===== config.mk =====
export PLATFORM = sky130hd
export DESIGN_NAME = crpf_dist
export DESIGN_NICKNAME = d
export VERILOG_FILES = /design/src/sv/crpf_pkg.sv /design/src/sv/crpf_dist.sv
export SDC_FILE = /design/constraint.sdc
export NUM_CORES = 2
export LEC_CHECK = 0
export ABC_AREA = 1
export BUFFER_PORTS_ARGS = -buffer_cell sky130_fd_sc_hd__buf_2
export CORE_ASPECT_RATIO = 1.1
export CORE_MARGIN = 2
export CORE_UTILIZATION = 44
export DETAILED_ROUTE_END_ITERATION = 16
export PLACE_DENSITY_LB_ADDON = 0.1
export SYNTH_ARGS = -nofsm -noshare
export SYNTH_HDL_FRONTEND = slang
export SYNTH_SLANG_ARGS = --single-unit

===== constraint.sdc =====
create_clock -name clk -period 6.6 [get_ports clk]
set_input_delay 0.33 -clock clk [delete_from_list [all_inputs] [get_ports clk]]
set_output_delay 0.33 -clock clk [all_outputs]
set_load 0.01 [all_outputs]

===== src/sv/crpf_pkg.sv =====
package crpf_pkg;

  localparam int SITE_DEPTH_DEF = 64;

  localparam int COORD_W = 20;
  localparam int DIFF_W  = COORD_W + 1;
  localparam int SQ_W    = 2 * DIFF_W - 1;
  localparam int SUM_W   = SQ_W + 2;
  localparam int CUT_W   = 44;
  localparam int THR_W   = 15;
  localparam int CHG_W   = 16;
  localparam int IDX_W   = 16;
  localparam int TOT_W   = 16;
  localparam int FUNC_W  = 2;
  localparam int CFG_IDX_W = 1;

  // distance unit pipeline stages: diff, square, sum/compare
  localparam int DIST_LAT = 3;

  localparam logic [THR_W-1:0] THR_RESET = 15'd410;
  localparam logic [TOT_W-1:0] TOT_MAX   = '1;

  localparam logic [FUNC_W-1:0] FN_CLEAR  = 2'd0;
  localparam logic [FUNC_W-1:0] FN_APPEND = 2'd1;
  localparam logic [FUNC_W-1:0] FN_TEST   = 2'd2;

  localparam logic [CFG_IDX_W-1:0] CFG_CUTOFF = 1'b0;
  localparam logic [CFG_IDX_W-1:0] CFG_THRESH = 1'b1;

  typedef struct packed {
    logic signed [COORD_W-1:0] x;
    logic signed [COORD_W-1:0] y;
    logic signed [COORD_W-1:0] z;
  } point_t;

  typedef struct packed {
    logic append;
    logic rotate;
  } cell_ctl_t;

endpackage


===== src/sv/crpf_dist.sv =====
module crpf_dist import crpf_pkg::*; (
  input  logic             clk,
  input  logic             rst,
  input  logic             go,
  input  point_t           query,
  input  point_t           site,
  input  logic [CUT_W-1:0] cutoff,
  output logic             hit
);

  logic                     v1;
  logic                     v2;
  logic signed [DIFF_W-1:0] dx;
  logic signed [DIFF_W-1:0] dy;
  logic signed [DIFF_W-1:0] dz;
  logic [SQ_W-1:0]          sx;
  logic [SQ_W-1:0]          sy;
  logic [SQ_W-1:0]          sz;
  logic signed [2*DIFF_W-1:0] px;
  logic signed [2*DIFF_W-1:0] py;
  logic signed [2*DIFF_W-1:0] pz;
  logic [SUM_W-1:0]         sum;

  assign px  = dx * dx;
  assign py  = dy * dy;
  assign pz  = dz * dz;
  assign sum = {2'b00, sx} + {2'b00, sy} + {2'b00, sz};

  always_ff @(posedge clk) begin
    if (rst) begin
      v1  <= 1'b0;
      v2  <= 1'b0;
      hit <= 1'b0;
    end else begin
      v1  <= go;
      v2  <= v1;
      hit <= v2 && ({{(CUT_W-SUM_W){1'b0}}, sum} <= cutoff);
    end
  end

  always_ff @(posedge clk) begin
    dx <= {query.x[COORD_W-1], query.x} - {site.x[COORD_W-1], site.x};
    dy <= {query.y[COORD_W-1], query.y} - {site.y[COORD_W-1], site.y};
    dz <= {query.z[COORD_W-1], query.z} - {site.z[COORD_W-1], site.z};
    // squares are never negative and fit below the sign bit
    sx <= px[SQ_W-1:0];
    sy <= py[SQ_W-1:0];
    sz <= pz[SQ_W-1:0];
  end

endmodule


==> summary.txt <==
CTS Buf Count -> 17
Gr usage total -> 24.3%
Slew headroom -> 49.2%
Metal3 WL -> 6320 um
Crit path launch -> dy[5]$_DFF_P_
H-tree depth -> 4
Worst Path Required -> 7.07 ns
Initial DRC Count -> 2,561
CP Class -> flop to flop
# setup viols final -> 0
Die Wd -> 354 um
DR WL met2 -> 76,400 um
Fillers -> 13,600
RSZ-0062 raised after global routing -> false
Buf/Inv on CP -> 9
Hold wc startpoint -> site[40]
CP Depth -> 23
Distinct cells, synth -> 46
Outcome -> completed
Layout cells sized above 1 -> 6.33%
ANT nets after route -> 0
Crit-path cells -> buf_4, nand2_1, fa_1, inv_1, fa_1, inv_1, fa_1, inv_1, fa_1, inv_1, fa_1, inv_1, fa_1, inv_1, fa_1, inv_1, ha_1, nand2_2, nor2_2, nand2_1, o211ai_2, xor2_1, buf_4
Die Area -> 138,000 um^2
Worst R2R Setup Slack -> 0.25 ns
WL per Instance -> 16.5 um
Layout area overhead -> 8.26%
Mapped Area -> 59,300 um^2
Top-Level Pins -> 168
Clock transition at the registers of the reported paths -> 0.08 ns
Clock Sinks -> 186
Starting density of the core -> 44.3%
N_diodes -> 0
Residual DRC count -> 0
Vias -> 45,900
Crit path DAT -> 6.82 ns
DR vias/cell -> 4.76
Total grt overflow -> 0
Core Region -> 134,000 um^2
Rows -> 141
Final Wtd Congestion -> 0.937
Sequential area share after synthesis -> 6.28%
Final wirelength -> 159,000 um
Fmax -> 157 MHz
CTS tree -> yes
Top cell family by delay on the critical path -> adder cells
Final TNS setup -> 0 ns
CTS max path bufs -> 2
Port Buffers -> 167
CP startpoint kind -> flop
Initial antenna violation count -> 2
Worst min-delay path class -> input port to flop
Commonest cells after routing, fill and taps aside -> 2,310 x inv_1, 1,754 x nand2_1, 1,264 x fa_1
Final Critical Period -> 6.35 ns
Worst skew pair latency -> 0.53 ns
Max-Cap Viols -> 0
Largest net degree at the start of global routing -> 25
WHS Path Cells -> 3
Vias in the first global route -> 49,900
Worst Skew -> 0.0241 ns
Top Metal Used -> met4
Final Cycle Share -> 96.2%
Synthesized flop and latch total -> 186
Mapped Avg Cell Area -> 7.79 um^2
M1 wire length -> 72,300 um
Final hold violation count -> 0
Chip Height -> 389 um
Mapped Cells -> 7,613
CP max-delay cell -> fa_1
FF-to-FF path depth -> 23
CP max FO -> 5
Post-DP HPWL -> 143,000 um
First-pass GRT wire length -> 262,000 um
Slowest stage delay, CP -> 0.58 ns
Worst Max-Slew Pin Slew -> 0.761 ns
Synthesis Warnings -> 0
RR Startpoint -> dy[5]$_DFF_P_
Commonest non-fill, non-tap cell in the layout -> inv_1
Setup crit end kind -> flop
Initial DRT Pass Iterations -> 6
Max-slew violations -> 0
Cell chosen for the clock root -> clkbuf_16
Layout Nets -> 9,783
layer usage:
| layer | vias up | global-route usage, % |
|---|---|---|
| met5 | - | 0 |
| met4 | 0 | 5.82 |
| met3 | 159 | 2.34 |
| met2 | 845 | 41.3 |
| met1 | 22500 | 33.3 |
| li1 | 22300 | - |
stage by stage:
step / hold WS, ns / cell area [um^2] / setup slack (ns) / utilization (%) / instances
6_report: 0.0669 / 64200 / 0.248 / 47.9 / 9633
5_1_grt: 0.0663 / 64200 / 0.000313 / 47.9 / 9633
4_1_cts: 0.0256 / 64100 / 0.0755 / 47.8 / 9629
3_5_place_dp: 0.400 / 63500 / -0.0402 / 47.3 / 9595
3_3_place_gp: 0.399 / 63500 / -0.101 / 47.3 / 9595
2_1_floorplan: 0.374 / 59300 / 0.175 / - / 7614
repair_timing:
action,4_1_cts,5_1_grt
setup endpoints to repair,2,41
gates cloned,0,0
resized for setup,3,43
hold buffers,2,0
endpoints found under the hold margin,2,0
pin swaps,0,0
setup buffers,0,4
Yosys cell counts (all sizes together):
master | instances | area, um^2
inv | 2320 | 8710
nand2 | 1772 | 6700
fa | 1267 | 25400
ha | 516 | 6460
nor2 | 433 | 1650
a21oi | 236 | 1200
nand3 | 217 | 1150
dfxtp | 186 | 3720
xor2 | 132 | 1160
clkbuf | 115 | 432
o21ai | 111 | 597
xnor2 | 56 | 490
o21bai | 54 | 435
nand4 | 49 | 307
nor3 | 38 | 220
buf | 22 | 91.3
or2 | 16 | 100
a21boi | 14 | 124
nand3b | 13 | 97.6
o21a | 11 | 82.6
a21o | 10 | 75.1
and2 | 8 | 50.1
a31o | 4 | 35.0
a31oi | 3 | 18.8
nor3b | 3 | 37.5
conb | 2 | 7.51
nand2b | 2 | 12.5
o211ai | 2 | 20.0
and3 | 1 | 6.26
tightest hold or removal path: stages:
cell	delay [ns]
buf_2	0.08
ha_1	0.11
inv_1	0.03
flip-flops by register name, indices dropped and copies added (netlist names):
name / flops
dz: 21
v2: 1
sy: 40
sx: 40
dx: 21
sz: 40
v1: 1
hit: 1
dy: 21
layout make-up:
type,instances,area (um^2),share of cell area (%)
clock buffers,17,425,0.662
clock inverters,15,195,0.304
inverters,2320,8720,13.6
multi-input cells,4971,46400,72.3
flip-flops and latches,186,3750,5.84
well taps,1787,2240,3.48
repair buffers,337,2470,3.85
path summary, 6_finish.rpt:
path,end
setup / recovery,sy[16]$_DFF_P_
hold / removal,dx[0]$_DFF_P_
setup reg to reg,sy[16]$_DFF_P_
hold reg to reg,v2$_SDFF_PP0_
cell families (layout without fill, tap and decap cells):
group                      count (synthesis)  count (layout)  share of synthesized area (%)
AOI/OAI and AO/OA                        445             445                           4.35
xor gates and xnor gates                 188             188                           2.77
adders and majority gates               1783            1783                           53.6
buffers and inverters                   2457            2689                           15.6
DFF                                      186             186                           6.28
other                                      2               3                         0.0127
and+or+nand+nor                         2552            2552                           17.4
Power is not shown: default switching activity piles up to over one toggle a cycle in this logic, so the estimate is an artifact.
