`src/sv/crpf_pkg.sv`:
```
package crpf_pkg;

  localparam int SITE_DEPTH_DEF = 64;

  localparam int COORD_W = 20;
  localparam int DIFF_W  = COORD_W + 1;
  localparam int SQ_W    = 2 * DIFF_W - 1;
  localparam int SUM_W   = SQ_W + 2;
  localparam int CUT_W   = 44;
  localparam int THR_W   = 15;
  localparam int CHG_W   = 16;
  localparam int IDX_W   = 16;
  localparam int TOT_W   = 16;
  localparam int FUNC_W  = 2;
  localparam int CFG_IDX_W = 1;

  // distance unit pipeline stages: diff, square, sum/compare
  localparam int DIST_LAT = 3;

  localparam logic [THR_W-1:0] THR_RESET = 15'd410;
  localparam logic [TOT_W-1:0] TOT_MAX   = '1;

  localparam logic [FUNC_W-1:0] FN_CLEAR  = 2'd0;
  localparam logic [FUNC_W-1:0] FN_APPEND = 2'd1;
  localparam logic [FUNC_W-1:0] FN_TEST   = 2'd2;

  localparam logic [CFG_IDX_W-1:0] CFG_CUTOFF = 1'b0;
  localparam logic [CFG_IDX_W-1:0] CFG_THRESH = 1'b1;

  typedef struct packed {
    logic signed [COORD_W-1:0] x;
    logic signed [COORD_W-1:0] y;
    logic signed [COORD_W-1:0] z;
  } point_t;

  typedef struct packed {
    logic append;
    logic rotate;
  } cell_ctl_t;

endpackage

```
`src/sv/crpf_cell.sv`:
```
module crpf_cell import crpf_pkg::*; #(
  parameter bit IS_HEAD = 1'b0
) (
  input  logic      clk,
  input  cell_ctl_t ctl,
  input  point_t    new_point,
  input  point_t    point_in,
  output point_t    point
);

  // append pushes a new point in at the head; rotate circulates the row
  always_ff @(posedge clk) begin
    if (ctl.append) begin
      point <= IS_HEAD ? new_point : point_in;
    end else if (ctl.rotate) begin
      point <= point_in;
    end
  end

endmodule

```
`config.mk`:
```
export PLATFORM = sky130hd
export DESIGN_NAME = crpf_cell
export DESIGN_NICKNAME = d
export VERILOG_FILES = /design/src/sv/crpf_pkg.sv /design/src/sv/crpf_cell.sv
export SDC_FILE = /design/constraint.sdc
export NUM_CORES = 1
export LEC_CHECK = 0
export ABC_CLOCK_PERIOD_IN_PS = 4300
export BUFFER_PORTS_ARGS = -buffer_cell sky130_fd_sc_hd__buf_2
export CAP_MARGIN = 25
export CORE_MARGIN = 3
export CORE_UTILIZATION = 30
export CTS_CLUSTER_DIAMETER = 120
export DETAILED_ROUTE_END_ITERATION = 6
export PLACE_DENSITY = 0.7
export SYNTH_ARGS = -nofsm -noshare
export SYNTH_HDL_FRONTEND = slang
export SYNTH_SLANG_ARGS = --single-unit
```
`constraint.sdc`:
```
create_clock -name clk -period 4.3 [get_ports clk]
set_input_delay 0.43 -clock clk [delete_from_list [all_inputs] [get_ports clk]]
set_output_delay 0.43 -clock clk [all_outputs]
set_load 0.03 [all_outputs]
```
==> reports/metrics.cfg, run 1 <==
[status]
status=completed

[synth]
ys_seq_area_share_pct=99.7
syn-mean-instance-area_um2=29.6
synth-warning-count=0
syn_nets=184
ys_types=2
synth_seq_cells=60
synth_cells=61
netlist_area_um2=1810

[timing]
finalCritPeriodShare_pct=34.4
finalSetupTns_ns=0
rsz0062_at_grt=false
drv_slew=0
hold_viol_final=0
worst_pin_slew_ns=0.503
fmax_mhz=676
slew_headroom_pct=66.5
hold_ws_ns=0.280
fin_crit_ns=1.48
setup_viol=0

[pwr]
power_per_cell_area_nw_per_um2=528
total_power_mw=1.44
p_leak_nw=1.20
peakVddDrop_mv=0.215

[hold_path]
hold_start=point_in[59]
whs_endpoint=point[59]
hold_depth=1
hold_class=input port to flip-flop

[grt]
grt_max_degree=42
antenna_found_initial=0
grt_pass1_vias=1181
grt_use_total_pct=12.1
grt_overflow_total=0
grt_pass1_wl_mm=6.13

[routing]
vias=1098
drc_errors=0
drt_iter0_drc=28
dr.pass1.iters=4
routedWlPerCell_um=14.8
routed_wirelength_mm=4.04
ant_nets=0
vias_per_cell=4.04

[clock_network]
cts_tree=yes
htree_levels=3
cts_root_buf=clkbuf_8
cts_buffers=9
cts.reportedPaths.clkPinSlew_ns=0.07
post_cts_resize_count=0
cts.sinks=60
ctsHoldBuffers=0
clk_path_buf_depth=2
cts_setup_buffers=0

[finish]
mostFrequentLayoutCells=122 x buf_2, 60 x edfxtp_1, 9 x clkbuf_8
layout_commonest_cell=buf_2
top_register=point
drive_above_1_share_pct=68.5
synthToLayoutAreaGrowth_pct=50.7
diodes=0
reg.largest.list=point (60)
layout.nets=318
final_cells=272
largest_reg_flops=60
fillCellCount=519

[critical_path]
critical_path_class=input port to flip-flop
cp-start-kind=input port
cp-end-kind=flip-flop
worstPathMaxFanout=41
cp.arrival_ns=1.43
cp.required_ns=4.25

[floorplan]
initial_utilization_pct=31.9
die_y_um=83.6
rows=27
pin_count=183
core_um2=5680
die_area_um2=6990
die_w_um=83.6

[place]
port_buffers=122
place_congestion=0.739
numPlacedInstances=256

[job]
drv_cap=0

## final cells by class
class,count,area (µm²),area share [%]
clock buffers,11,131,4.82
well taps,72,90.1,3.31
flip-flops and latches,60,1800,66.1
clock inverters,5,76.3,2.80
repair buffers,123,618,22.7
multi-input cells,1,6.26,0.230
## worst max-delay path, stage by stage
cell	delay, ns
buf_2	0.07
or2_2	0.38
buf_4	0.52
## power by group
group	internal (mW)	switching (mW)	leakage, nW	total (mW)
registers	0.703	0.0128	0.611	0.715
logic	0.0545	0.144	0.487	0.199
clock network	0.324	0.200	0.101	0.524
## worst max-delay path by stage
stage	from	endpoint	cells past startpoint
finish	ctl[0]	point[17]	3
global route	ctl[1]	point[22]	3
CTS	ctl[0]	point[22]	3
detailed placement	ctl[0]	point[55]	3
global placement	ctl[1]	point[55]	3
floorplan	ctl[0]	point[0]	1
## per-stage QoR
stage          area (µm²)  utilization, %  setup slack [ns]
3_5_place_dp         2520            44.3              2.46
6_report             2720            48.0              2.82
3_3_place_gp         2520            44.3              2.50
4_1_cts              2720            48.0              2.81
5_1_grt              2720            48.0              2.73
2_1_floorplan        1810               -              2.10
## Yosys cell counts
cell       n  area share [%]
edfxtp_1  60             100
or2_1      1            0.35
## layer usage
layer  vias up  track usage (%)  wire length [µm]
met1       502             12.5              1510
met5         -                0                 0
met3        11             5.23               391
met4         0             8.92               110
met2        68             19.3              2030
li1        517                -                 -
## kinds of logic (layout without fill, tap and decap cells)
logic type             after synthesis  after routing  synth area share [%]
DFF                                 60             60                  99.7
and+or+nand+nor                      1              1                 0.346
buffers and inverters                0            139                     0
No activity file was read; power rests on OpenSTA's default activity.
==> inputs of run 2 (changes only) <==
--- a/config.mk
+++ b/config.mk
@@ -5,7 +5,7 @@
 export SDC_FILE = /design/constraint.sdc
 export NUM_CORES = 1
 export LEC_CHECK = 0
-export ABC_CLOCK_PERIOD_IN_PS = 4300
+export ABC_CLOCK_PERIOD_IN_PS = 1500
 export BUFFER_PORTS_ARGS = -buffer_cell sky130_fd_sc_hd__buf_2
 export CAP_MARGIN = 25
 export CORE_MARGIN = 3
==> constraint.sdc (replaced) <==
create_clock -name clk -period 1.5 [get_ports clk]
set_input_delay 0.15 -clock clk [delete_from_list [all_inputs] [get_ports clk]]
set_output_delay 0.15 -clock clk [all_outputs]
set_load 0.03 [all_outputs]
==> reports/metrics.cfg, run 2 (synthesized netlist as in run 1, its figures left out) <==
[clock_network]
cts.sinks=60  ; unchanged
clk_path_buf_depth=2  ; unchanged
cts.reportedPaths.clkPinSlew_ns=0.07  ; about the same
cts_tree=yes  ; unchanged
ctsHoldBuffers=60  ; was 0
cts_buffers=9  ; unchanged
cts_root_buf=clkbuf_8  ; unchanged
post_cts_resize_count=0  ; unchanged
cts_setup_buffers=0  ; unchanged
htree_levels=3  ; unchanged

[timing]
finalCritPeriodShare_pct=71.3
rsz0062_at_grt=false  ; unchanged
finalSetupTns_ns=0  ; unchanged
slew_headroom_pct=75.6  ; was 66.5%
setup_viol=0  ; unchanged
worst_pin_slew_ns=0.367  ; was 0.503 ns
drv_slew=0  ; unchanged
fmax_mhz=935
hold_viol_final=0  ; unchanged
fin_crit_ns=1.07

[grt]
grt_pass1_vias=1439  ; was 1181
grt_max_degree=31  ; was 42
grt_use_total_pct=14.0  ; was 12.1%
grt_overflow_total=0  ; unchanged
grt_pass1_wl_mm=7.23  ; was 6.13 mm
antenna_found_initial=0  ; unchanged

[finish]
largest_reg_flops=60  ; unchanged
layout.nets=379  ; was 318
mostFrequentLayoutCells=122 x buf_2, 60 x dlygate4sd3_1, 60 x edfxtp_1  ; was 122 x buf_2, 60 x edfxtp_1, 9 x clkbuf_8
synthToLayoutAreaGrowth_pct=86.0  ; was 50.7%
fillCellCount=447  ; was 519
fin_util_pct=59.3  ; was 48.0%
final_area_um2=3360  ; was 2720 µm²
multi_input_area_um2=6.26  ; unchanged
layout_commonest_cell=buf_2  ; unchanged
seq_area_um2=1800  ; unchanged
drive_above_1_share_pct=53.6  ; was 68.5%
reg.largest.list=point (60)  ; unchanged
diodes=0  ; unchanged
final_cells=333  ; was 272
top_register=point  ; unchanged

[floorplan]
die_w_um=83.6  ; unchanged
rows=27  ; unchanged
die_y_um=83.6  ; unchanged
pin_count=183  ; unchanged
core_um2=5680  ; unchanged
initial_utilization_pct=31.9  ; unchanged
die_area_um2=6990  ; unchanged

[critical_path]
crit_family=flip-flops  ; was buffers and inverters
cp.depth=1  ; was 3
cp.arrival_ns=0.92  ; was 1.43 ns
cp_cell_sequence=buf_2  ; was buf_2 > or2_2 > buf_4
critical_path.n_buffers_inverters=1  ; was 2
startpoint=point[21]  ; was ctl[0]
cp-endpoint=point[21]  ; was point[17]
worstPathMaxFanout=1  ; was 41
cp.required_ns=1.35  ; was 4.25 ns
cp-end-kind=primary output  ; was flip-flop
cp-start-kind=flip-flop  ; was input port
cp_slowest_cell=edfxtp_1  ; was buf_4
slowest_delay_ns=0.40  ; was 0.52 ns
critical_path_class=flip-flop to primary output  ; was input port to flip-flop

[pwr]
power_switching_mw=1.10  ; was 0.357 mW
pwr-share-clk_pct=38.6  ; was 36.4%
switching_share_pct=24.6  ; was 24.8%
total_power_mw=4.47  ; was 1.44 mW
intPower_mw=3.37  ; was 1.08 mW
p_leak_nw=1.47  ; was 1.20 nW
p_comb_share_pct=15.6  ; was 13.8%
power_per_cell_area_nw_per_um2=1330  ; was 528 nW/µm²
peakVddDrop_mv=0.710  ; was 0.215 mV
pwr-share-seq_pct=45.8  ; was 49.8%

[routing]
vias=1349  ; was 1098
vias_per_cell=4.05  ; was 4.04
routed_wirelength_mm=4.67  ; was 4.04 mm
routedWlPerCell_um=14.0  ; was 14.8 µm
ant_nets=0  ; unchanged
drt_iter0_drc=33  ; was 28
drc_errors=0  ; unchanged
dr.pass1.iters=2  ; was 4

[place]
place_congestion=0.691  ; was 0.739
numPlacedInstances=257  ; was 256
dpl-instance-area_um2=2520  ; about the same
port_buffers=122  ; unchanged

[status]
status=completed  ; unchanged

[job]
drv_cap=0  ; unchanged

[hold_path]
hold_class=input port to flip-flop  ; unchanged

-- run 2: cell types whose count changed in the layout (fill, tap and decap cells not counted), sizes merged --
cell / delta
clkbuf: -2
buf: +1
dlygate4sd3: +60
clkinv: +1
bufinv: +1
-- run 2: worst min path at each step --
stage            startpoint        end  slack [ns]  cells after the start
3_5_place_dp   point_in[20]  point[20]        0.33                      1
3_3_place_gp    point_in[9]   point[9]        0.33                      1
2_1_floorplan   point_in[0]   point[0]        0.25                      0
4_1_cts        point_in[59]  point[59]        0.51                      2
5_1_grt        point_in[42]  point[42]        0.51                      2
6_report             ctl[0]   point[5]        0.52                      3
-- run 2: per-layer routing --
| layer | track usage, % | vias to the layer above | part of all wire, % |
|---|---|---|---|
| li1 | - | 638 | - |
| met1 | 13.9 | 622 | 34 |
| met2 | 24.2 | 77 | 54 |
| met3 | 5.53 | 12 | 8.6 |
| met4 | 8.77 | 0 | 3.0 |
| met5 | 0 | - | 0 |
-- run 2: through the flow --
step / setup WS [ns] / hold slack (ns)
after floorplan: 0.179 / 0.249
after global routing: 0.398 / 0.508
after global placement: 0.409 / 0.326
after CTS: 0.436 / 0.509
final: 0.430 / 0.519
after detailed placement: 0.400 / 0.328
-- run 2: area by class of cell --
type	instances	area share (%)
timing repair buffer	184	36.5
multi-input combinational	1	0.186
clock buffer	9	3.68
sequential	60	53.6
tap	72	2.68
clock inverter	7	3.42
-- run 2: power by group through the flow --
stage                     Sequential, mW  Combinational [mW]  Clock (mW)
after floorplan                     2.41              0.0230           0
after global placement              2.08               0.570           0
after detailed placement            2.08               0.576           0
after CTS                           2.05               0.700        1.76
after global routing                2.06               0.731        1.86
final                               2.05               0.695        1.73
==> inputs of run 3 (changes only) <==
--- a/config.mk
+++ b/config.mk
@@ -5,7 +5,7 @@
 export SDC_FILE = /design/constraint.sdc
 export NUM_CORES = 1
 export LEC_CHECK = 0
-export ABC_CLOCK_PERIOD_IN_PS = 1500
+export ABC_CLOCK_PERIOD_IN_PS = 1020
 export BUFFER_PORTS_ARGS = -buffer_cell sky130_fd_sc_hd__buf_2
 export CAP_MARGIN = 25
 export CORE_MARGIN = 3
==> constraint.sdc (replaced) <==
create_clock -name clk -period 1.02 [get_ports clk]
set_input_delay 0.102 -clock clk [delete_from_list [all_inputs] [get_ports clk]]
set_output_delay 0.102 -clock clk [all_outputs]
set_load 0.03 [all_outputs]
==> reports/metrics.cfg, run 3 (synthesized netlist as in run 1, its figures left out) <==
[status]
status=completed  ; unchanged

[grt]
grt_overflow_total=0  ; unchanged
grt_pass1_wl_mm=7.43  ; was 7.23 mm
antenna_found_initial=0  ; unchanged
grt_use_total_pct=14.2  ; was 14.0%
grt_max_degree=31  ; unchanged
grt_pass1_vias=1540  ; was 1439

[pwr]
p_leak_nw=1.52  ; was 1.47 nW
power_per_cell_area_nw_per_um2=1690  ; was 1330 nW/µm²
peakVddDrop_mv=1.10  ; was 0.710 mV
total_power_mw=5.95  ; was 4.47 mW

[critical_path]
cp-end-kind=primary output  ; unchanged
worstPathMaxFanout=1  ; unchanged
critical_path.n_buffers_inverters=1  ; unchanged
cp_cell_sequence=buf_6  ; was buf_2
slowest_delay_ns=0.41  ; was 0.40 ns
critical_path_class=flip-flop to primary output  ; unchanged
crit_family=flip-flops  ; unchanged
cp.arrival_ns=0.90  ; was 0.92 ns
cp-start-kind=flip-flop  ; unchanged
cp.required_ns=0.92  ; was 1.35 ns
cp_slowest_cell=edfxtp_1  ; unchanged
startpoint=point[30]  ; was point[21]
cp-endpoint=point[30]  ; was point[21]
cp.depth=1  ; unchanged

[timing]
worst_pin_slew_ns=0.167  ; was 0.367 ns
rsz0062_at_grt=true  ; was false
fmax_mhz=999
finalCritPeriodShare_pct=98.2
slew_headroom_pct=88.9  ; was 75.6%
final.setup.worst_slack_ns=0.0185  ; was 0.430 ns
hold_viol_final=0  ; unchanged
hold_ws_ns=0.318  ; was 0.519 ns
drv_slew=0  ; unchanged
finalSetupTns_ns=0  ; unchanged
fin_crit_ns=1.00
setup_viol=0  ; unchanged

[routing]
drc_errors=0  ; unchanged
dr.pass1.iters=4  ; was 2
routedWlPerCell_um=15.2  ; was 14.0 µm
vias_per_cell=4.11  ; was 4.05
vias=1367  ; was 1349
drt_iter0_drc=45  ; was 33
routed_wirelength_mm=5.05  ; was 4.67 mm
ant_nets=0  ; unchanged

[finish]
mostFrequentLayoutCells=84 x buf_2, 60 x dlygate4sd3_1, 60 x edfxtp_1  ; was 122 x buf_2, 60 x dlygate4sd3_1, 60 x edfxtp_1
final_cells=333  ; unchanged
drive_above_1_share_pct=53.3  ; was 53.6%
layout.nets=379  ; unchanged
diodes=0  ; unchanged
layout_commonest_cell=buf_2  ; unchanged
largest_reg_flops=60  ; unchanged
top_register=point  ; unchanged
synthToLayoutAreaGrowth_pct=95.0  ; was 86.0%
reg.largest.list=point (60)  ; unchanged

[floorplan]
pin_count=183  ; unchanged
die_w_um=83.6  ; unchanged
die_area_um2=6990  ; unchanged
die_y_um=83.6  ; unchanged
core_um2=5680  ; unchanged
initial_utilization_pct=31.9  ; unchanged
rows=27  ; unchanged

[clock_network]
cts_root_buf=clkbuf_8  ; unchanged
clk_path_buf_depth=2  ; unchanged
cts.reportedPaths.clkPinSlew_ns=0.07  ; about the same
cts_tree=yes  ; unchanged
htree_levels=3  ; unchanged
cts.sinks=60  ; unchanged
cts_buffers=9  ; unchanged

[place]
place_hpwl_mm=2.90
post-place-ws_ns=0.109  ; was 0.400 ns
port_buffers=122  ; unchanged
numPlacedInstances=257  ; unchanged
place_congestion=0.666  ; was 0.691

[job]
drv_cap=0  ; unchanged

[hold_path]
hold_class=input port to flip-flop  ; unchanged

## run 3: changes by cell type in the layout (fill, tap and decap cells not counted), sizes merged
cell	before	now
bufinv	3	0
clkbuf	9	10
clkinv	3	5
## run 3: worst min path at each step
stage	from	end	slack (ns)	cells after the start
finish	ctl[0]	point[13]	0.32	3
global route	ctl[0]	point[13]	0.33	3
CTS	ctl[0]	point[12]	0.31	3
detailed placement	point_in[27]	point[27]	0.28	1
global placement	point_in[41]	point[41]	0.28	1
floorplan	point_in[0]	point[0]	0.20	0
## run 3: timing repair
action | 4_1_cts | 5_1_grt
hold endpoints to repair | 60 | 0
hold buffers | 60 | 0
setup endpoints to repair | 2 | 38
resized for setup | 3 | 103
buffers inserted | 0 | 0
## run 3: layout make-up
| type | instances | area, µm² |
|---|---|---|
| clock inverter | 6 | 31.3 |
| timing repair buffer | 184 | 1470 |
| sequential | 60 | 1800 |
| multi-input combinational | 1 | 8.76 |
| fill | 420 | 2150 |
| tap | 72 | 90.1 |
| clock buffer | 10 | 128 |
## run 3: report_power, final
part           internal, mW  leakage (nW)  switching [mW]  total, mW
logic                 0.541         0.827           0.657       1.20
clock network         0.854        0.0832           0.853       1.71
registers              2.97         0.611          0.0845       3.05
total                  4.36          1.52            1.59       5.95
## run 3: tightest hold or removal path: cells and delay by family
family,cells,cell delay (ns)
buf+inv,2,0.26
simple gates,1,0.13
## run 3: stage by stage
stage	utilization (%)	area, µm²
global route	62.1	3530
finish	62.1	3530
floorplan	-	1810
CTS	58.5	3320
detailed placement	45.0	2550
global placement	45.0	2550
## run 3: metal layers
metal | GRT usage (%) | vias up | wire length (µm)
met5 | 0 | - | 0
met1 | 13.8 | 647 | 1740
li1 | - | 638 | -
met2 | 25.7 | 72 | 2890
met4 | 5.99 | 0 | 90
met3 | 6.52 | 10 | 330
